<file path="config.mk">
export PLATFORM = sky130hd
export DESIGN_NAME = shist_decode
export DESIGN_NICKNAME = d
export VERILOG_FILES = /design/src/shist_pkg.sv /design/src/shist_decode.sv
export SDC_FILE = /design/constraint.sdc
export NUM_CORES = 1
export LEC_CHECK = 0
export BUFFER_PORTS_ARGS = -buffer_cell sky130_fd_sc_hd__buf_4
export CAP_MARGIN = 20
export CORE_MARGIN = 4
export CORE_UTILIZATION = 50
export DETAILED_ROUTE_END_ITERATION = 8
export PLACE_DENSITY = 0.73
export SLEW_MARGIN = 10
export SYNTH_ARGS = -nofsm -noshare
export SYNTH_HDL_FRONTEND = slang
export SYNTH_SLANG_ARGS = --single-unit
export TNS_END_PERCENT = 1
</file>
<file path="constraint.sdc">
create_clock -name vclk -period 4.6
set_input_delay 0.46 -clock vclk [all_inputs]
set_output_delay 0.46 -clock vclk [all_outputs]
set_load 0.05 [all_outputs]
</file>
<file path="src/shist_pkg.sv">
// Shared types and codes of the scaled histogram unit.
`timescale 1ns / 1ps

package shist_pkg;

	// Function codes of an input word.
	typedef enum logic [1:0] {
		FN_INC   = 2'd0,
		FN_READ  = 2'd1,
		FN_WRITE = 2'd2
	} func_t;

	// Result status codes.
	typedef enum logic [1:0] {
		ST_DONE  = 2'd0,
		ST_RANGE = 2'd1,
		ST_SKIP  = 2'd2
	} status_t;

	// Configuration register indexes and widths.
	localparam int CFG_INDEX_W = 2;
	localparam int CFG_DATA_W  = 10;
	localparam logic [CFG_INDEX_W-1:0] CFG_CHANNEL_BITS = 2'd0;
	localparam logic [CFG_INDEX_W-1:0] CFG_SCALE_DIFF   = 2'd1;
	localparam logic [CFG_INDEX_W-1:0] CFG_WATCHED      = 2'd2;

	// Reset value of channel_bits.
	localparam logic [3:0] CHANNEL_BITS_RESET = 4'd12;

	// Memory operation decided for one word.
	typedef struct packed {
		logic    do_read;
		logic    do_write;
		logic    do_inc;
		status_t status;
	} op_t;

endpackage

</file>
<file path="src/shist_decode.sv">
// Input word decode: value scaling, bin selection and range checks.
`timescale 1ns / 1ps

module shist_decode #(
	parameter int MAX_CHANNEL_BITS = 12
) (
	input  logic [3:0]                  channel_bits,
	input  logic [5:0]                  scale_difference,
	input  logic [9:0]                  watched_param,
	input  logic [1:0]                  func,
	input  logic [9:0]                  param_id,
	input  logic signed [31:0]          param_value,
	input  logic                        param_valid,
	input  logic [11:0]                 bin_index,
	output shist_pkg::op_t              op,
	output logic [MAX_CHANNEL_BITS-1:0] addr
);

	localparam logic [4:0] MaxBits = 5'(MAX_CHANNEL_BITS);

	logic [4:0]  act_bits;
	logic [5:0]  left_n;
	logic [31:0] scaled;
	logic        bin_ok;
	logic        idx_ok;
	logic        watched_hit;

	// Active size is clamped to the memory depth.
	assign act_bits = (5'(channel_bits) > MaxBits) ? MaxBits : 5'(channel_bits);

	// Positive shift is arithmetic right; otherwise left by the negated amount.
	assign left_n = 6'(-$signed(scale_difference));
	always_comb begin
		if ($signed(scale_difference) > 6'sd0) begin
			scaled = 32'(param_value >>> scale_difference[4:0]);
		end else begin
			scaled = 32'(param_value) << left_n;
		end
	end

	// A value below the active size has no bits at or above act_bits.
	assign bin_ok      = (scaled >> act_bits) == 32'd0;
	assign idx_ok      = (bin_index >> act_bits) == 12'd0;
	assign watched_hit = param_valid && (param_id == watched_param);

	// Choose the memory operation and the status of the word.
	always_comb begin
		op.do_read  = 1'b0;
		op.do_write = 1'b0;
		op.do_inc   = 1'b0;
		op.status   = shist_pkg::ST_SKIP;
		addr        = MAX_CHANNEL_BITS'(bin_index);
		case (func)
			shist_pkg::FN_INC: begin
				addr = MAX_CHANNEL_BITS'(scaled);
				if (watched_hit && bin_ok) begin
					op.do_inc = 1'b1;
					op.status = shist_pkg::ST_DONE;
				end
			end
			shist_pkg::FN_READ: begin
				if (idx_ok) begin
					op.do_read = 1'b1;
					op.status  = shist_pkg::ST_DONE;
				end else begin
					op.status = shist_pkg::ST_RANGE;
				end
			end
			shist_pkg::FN_WRITE: begin
				if (idx_ok) begin
					op.do_write = 1'b1;
					op.status   = shist_pkg::ST_DONE;
				end else begin
					op.status = shist_pkg::ST_RANGE;
				end
			end
			default: begin
				op.status = shist_pkg::ST_SKIP;
			end
		endcase
	end

endmodule
</file>
# After elaboration in Yosys (flattened, before gate mapping)
# Index checks and enable logic that the tools add are counted.
dict set report word_totals {
  in_bits 77
  output_inout_bits 17
  ff_bits 0
  wordCells 26
}
dict set report classes {
  n_shift 4
  n_mux 10
  n_addsub 1
  n_eq_ne 3
  n_reduce_logical 6
  n_lt_le_gt_ge 2
}
# cell count
set op_table {}
lappend op_table {{32-bit zero test} 1}
lappend op_table {{32-bit 2-to-1 mux} 1}
lappend op_table {{32-bit by 6-bit left shift with 32-bit output} 1}
lappend op_table {{32-bit by 4-bit right shift with 32-bit output} 1}
lappend op_table {{32-bit by 5-bit >>> shifter with 32-bit output} 1}
lappend op_table {{12-bit zero test} 1}
lappend op_table {{12-bit 2-to-1 mux} 1}
lappend op_table {{12-bit by 4-bit right shift with 12-bit output} 1}
lappend op_table {{10-bit equality test} 1}
lappend op_table {{6-bit by 1-bit greater-than comparator with 1-bit output (second input constant)} 1}
lappend op_table {{6-bit negation} 1}
lappend op_table {{1-bit 2-to-1 mux} 5}
lappend op_table {{4-bit greater-than comparator (second input constant)} 1}
lappend op_table {{4-bit 2-to-1 mux} 1}
lappend op_table {{2-bit one-hot mux with 2 select lines} 1}
lappend op_table {{3-bit 2-to-1 mux} 1}
lappend op_table {{2-bit by 1-bit equality test with 1-bit output (second input constant)} 1}
lappend op_table {{2-bit equality test (second input constant)} 1}
lappend op_table {{1-bit logical AND} 2}
lappend op_table {{2-bit zero test} 1}
lappend op_table {{2-bit OR reduction} 1}

# Depth between registers and ports, before layout
dict set report logic_depth {
  word_depth 8
  ltp_mapped 19
  ltp_nobuf 11
}

# Worst setup path after synthesis
# No wires, ideal clock.
dict set report synth_path {
  path_type {input to output}
  start {input scale_difference[1]}
  end {output op[2] (netlist bit)}
  required_ns 4.140
  arrival_ns 4.097
  slack_ns 0.043
  stages 15
  path_cell_list {buf_2 > inv_2 > buf_2 > buf_2 > ha_1 > buf_4 > buf_6 > mux2_1 > mux4_2 > o211ai_1 > o31ai_1 > or4_4 > nor4_4 > nand3_1 > and4b_1}
}
# item line_no
set synth_lines {}
lappend synth_lines {{from (decl)} shist_decode.sv:8} ;# input logic [5:0] scale_difference,
lappend synth_lines {{to (decl)} shist_decode.sv:15} ;# output shist_pkg::op_t op,

==> impl_metrics.xml <==
<?xml version="1.0" encoding="UTF-8"?>
<metrics>
  <group name="finish">
    <metric name="antenna_cells_inserted" unit="">0</metric>
    <metric name="final-seq-area" unit="um2">0</metric>
    <metric name="seq_cells" unit="">0</metric>
    <metric name="synthToLayoutAreaGrowth" unit="%">14.5</metric>
    <metric name="fin_cells" unit="">812</metric>
    <metric name="drive_above_1_share" unit="">0.327</metric>
    <metric name="number_of_nets_at_the_end_of_the_flow" unit="">763</metric>
    <metric name="clk_buffers" unit="">0</metric>
  </group>
  <group name="global_routing">
    <metric name="global_route_wire_length_before_repair" unit="um">31700</metric>
    <metric name="grt-busiest-layer" unit="">met2</metric>
    <metric name="globalRouteMet2Util" unit="">0.527</metric>
    <metric name="antenna_found_initial" unit="">0</metric>
    <metric name="gr-total-overflow" unit="">0</metric>
    <metric name="via_count_of_the_first_global_routing_pass" unit="">5366</metric>
    <metric name="pin_count_of_the_biggest_net_entering_global_routing" unit="">84</metric>
    <metric name="groute.layer.met3.usage" unit="">0.0509</metric>
    <metric name="grt_use_met1" unit="">0.485</metric>
    <metric name="grt_usage" unit="">0.344</metric>
  </group>
  <group name="timing">
    <metric name="fmax" unit="MHz">229</metric>
    <metric name="layout_setup_ws" unit="ns">0.242</metric>
    <metric name="report.final.setup_viol" unit="">0</metric>
    <metric name="hold_viol_final" unit="">0</metric>
    <metric name="final.period_utilization" unit="">0.947</metric>
    <metric name="totalNegativeSetupSlack" unit="ns">0</metric>
    <metric name="min_period" unit="ns">4.36</metric>
    <metric name="tightestPinTransition" unit="ns">0.909</metric>
    <metric name="grt_setup_unrepaired" unit="">false</metric>
    <metric name="slew_limit_fails" unit="">0</metric>
    <metric name="slew-limit-headroom" unit="">0.388</metric>
  </group>
  <group name="yosys">
    <metric name="synth_fp_nets" unit="">702</metric>
    <metric name="yosys_warnings" unit="">0</metric>
    <metric name="synth_seq_area_share" unit="">0</metric>
    <metric name="postSynthAreaPerCell" unit="um2">8.24</metric>
    <metric name="netlist_area" unit="mm2">0.00511</metric>
    <metric name="synthCells" unit="">620</metric>
    <metric name="unique_masters_post_synth" unit="">83</metric>
  </group>
  <group name="die">
    <metric name="die-width" unit="um">109</metric>
    <metric name="placement_rows" unit="">36</metric>
    <metric name="die-area" unit="mm2">0.0119</metric>
    <metric name="die_height" unit="um">109</metric>
    <metric name="floorplan.initialDensity" unit="">0.518</metric>
    <metric name="io_pins" unit="">94</metric>
    <metric name="core_region_area" unit="mm2">0.00986</metric>
  </group>
  <group name="power_and_ir_drop">
    <metric name="vdd.ir_drop.worst" unit="mV">0.156</metric>
    <metric name="pwr_density_cell" unit="mW/mm2">146</metric>
    <metric name="p_leak" unit="nW">2.30</metric>
  </group>
  <group name="clocking">
    <metric name="post_cts_resize_count" unit="">0</metric>
    <metric name="post-cts-setup-buffer-count" unit="">0</metric>
    <metric name="postCtsHoldBufs" unit="">0</metric>
  </group>
  <group name="worst_setup_path">
    <metric name="arrival_time_of_the_worst_setup_path" unit="ns">3.90</metric>
    <metric name="worstPathCellList" unit="">buf_4, inv_2, ha_2, buf_4, mux2i_1, mux2_2, o22ai_1, or3_1, a2111oi_1, o22ai_1, nor3_1, and4b_1, buf_4</metric>
    <metric name="setup.worst_path.end" unit="">op[2]</metric>
    <metric name="cp_slowest_cell" unit="">ha_2</metric>
    <metric name="cp-start-kind" unit="">input pin</metric>
    <metric name="worstPathRequired" unit="ns">4.14</metric>
    <metric name="path_common_cell" unit="">buf_4</metric>
    <metric name="critical_path_cell_count" unit="">13</metric>
    <metric name="crit_path_end_kind" unit="">primary output</metric>
    <metric name="critical_path_peak_fanout" unit="">21</metric>
    <metric name="startpoint" unit="">scale_difference[0]</metric>
    <metric name="crit_path_max_incr_delay" unit="ns">0.60</metric>
    <metric name="timing.setup.critical_path_class" unit="">in -&gt; out</metric>
    <metric name="critical_path.top_delay_family" unit="">simple AND/OR/NAND/NOR gates</metric>
    <metric name="timing.critical_path.buf_inv" unit="">4</metric>
  </group>
  <group name="detailed_routing">
    <metric name="remaining_drc_errors" unit="">0</metric>
    <metric name="via_count" unit="">6082</metric>
    <metric name="drt_wl_total" unit="um">21100</metric>
    <metric name="post_drt_wl_per_cell" unit="um">26.0</metric>
    <metric name="firstDrtPassIters" unit="">7</metric>
    <metric name="drt_iter0_markers" unit="">975</metric>
    <metric name="detail_route.vias_per_cell" unit="">7.49</metric>
    <metric name="antenna_left" unit="">0</metric>
  </group>
  <group name="worst_hold_path">
    <metric name="min_delay_worst_type" unit="">in -&gt; out</metric>
    <metric name="hold_path_cells" unit="">3</metric>
  </group>
  <group name="placement">
    <metric name="number_of_i_o_port_buffers" unit="">94</metric>
    <metric name="place.detailed.instances" unit="">812</metric>
    <metric name="hpwl_after_detailed_placement" unit="um">16600</metric>
    <metric name="globalplace.congestion" unit="">1.08</metric>
    <metric name="place_worst_setup_slack" unit="ns">0.268</metric>
  </group>
  <group name="outcome">
    <metric name="run_status" unit="">finished, final reports clean</metric>
  </group>
  <group name="flow_run">
    <metric name="maxCapViolations" unit="">0</metric>
  </group>
</metrics>
[layer usage]
| metal | share of wire | wire, um |
|---|---|---|
| met1 | 0.37 | 7900 |
| met2 | 0.44 | 9200 |
| met3 | 0.13 | 2840 |
| met4 | 0.054 | 1140 |
| met5 | 0 | 0 |
[stage by stage]
step / instance area [um2] / hold WS [ns] / util / power, mW
after floorplan: 5110 / 1.19 / - / 0.567
after global placement: 5850 / 1.32 / 0.593 / 0.824
after detailed placement: 5850 / 1.32 / 0.593 / 0.824
after CTS: 5850 / 1.33 / 0.593 / 0.827
after global routing: 5850 / 1.34 / 0.593 / 0.895
final: 5850 / 1.33 / 0.593 / 0.856
[logic make-up (layout without fill, tap and decap cells)]
family,after synthesis,count (layout),share of synthesized area
AOI/OAI and AO/OA,182,182,0.255
xor gates and xnor gates,13,13,0.0274
adders and majority gates,5,5,0.0122
buffers and inverters,69,128,0.0722
muxes,148,148,0.430
and+or+nand+nor,203,203,0.203
[how the worst min path moves through the flow]
stage,startpoint,endpoint
2_1_floorplan,bin_index[8],addr[8]
3_3_place_gp,bin_index[7],addr[7]
3_5_place_dp,bin_index[7],addr[7]
4_1_cts,bin_index[7],addr[7]
5_1_grt,bin_index[7],addr[7]
6_report,bin_index[3],addr[3]
[cell usage after synthesis, types with 6 or more instances]
master	count	share of area
mux2_1	9	0.020
o211ai_1	7	0.010
or3_1	7	0.0086
nand3_1	12	0.012
a31oi_1	6	0.0073
nor2b_1	9	0.011
nor3_1	18	0.018
buf_2	19	0.019
buf_6	6	0.013
and2_1	10	0.012
clkbuf_1	21	0.015
nor2_1	58	0.043
a22oi_1	9	0.013
inv_1	7	0.0051
xnor2_1	11	0.019
o22ai_1	13	0.016
mux2i_1	63	0.12
buf_4	11	0.016
a21oi_1	39	0.038
nand2_1	44	0.032
mux4_2	54	0.24
o21ai_0	24	0.024
nand2b_1	7	0.0086
mux2_2	21	0.046
[cells in the final DEF, fill, tap and decap left out, types with 9 or more instances in the layout]
master	synthesis	final
nor3_1	18	18
mux2_1	9	9
a21oi_1	39	39
buf_4	11	118
xnor2_1	11	11
o21ai_0	24	24
mux2_2	21	21
nor2b_1	9	9
nand2_1	44	44
mux4_2	54	54
a22oi_1	9	9
nand3_1	12	12
and2_1	10	10
mux2i_1	63	62
nor2_1	58	58
o22ai_1	13	13
[power breakdown]
group          switching [mW]  total [mW]  internal [mW]
sequential                  0           0              0
clock                       0           0              0
combinational           0.502       0.856          0.354
[tightest hold or removal path, delay by kind of cell]
family | cells | cell delay (ns)
muxes | 1 | 0.13
buffers and inverters | 2 | 0.28
[final cells by class]
| type | count | area (um2) |
|---|---|---|
| fill | 850 | 4010 |
| inverter | 9 | 33.8 |
| timing repair buffer | 119 | 906 |
| tap | 133 | 166 |
| multi-input combinational | 551 | 4750 |
Power figures use the tool's default switching activity.
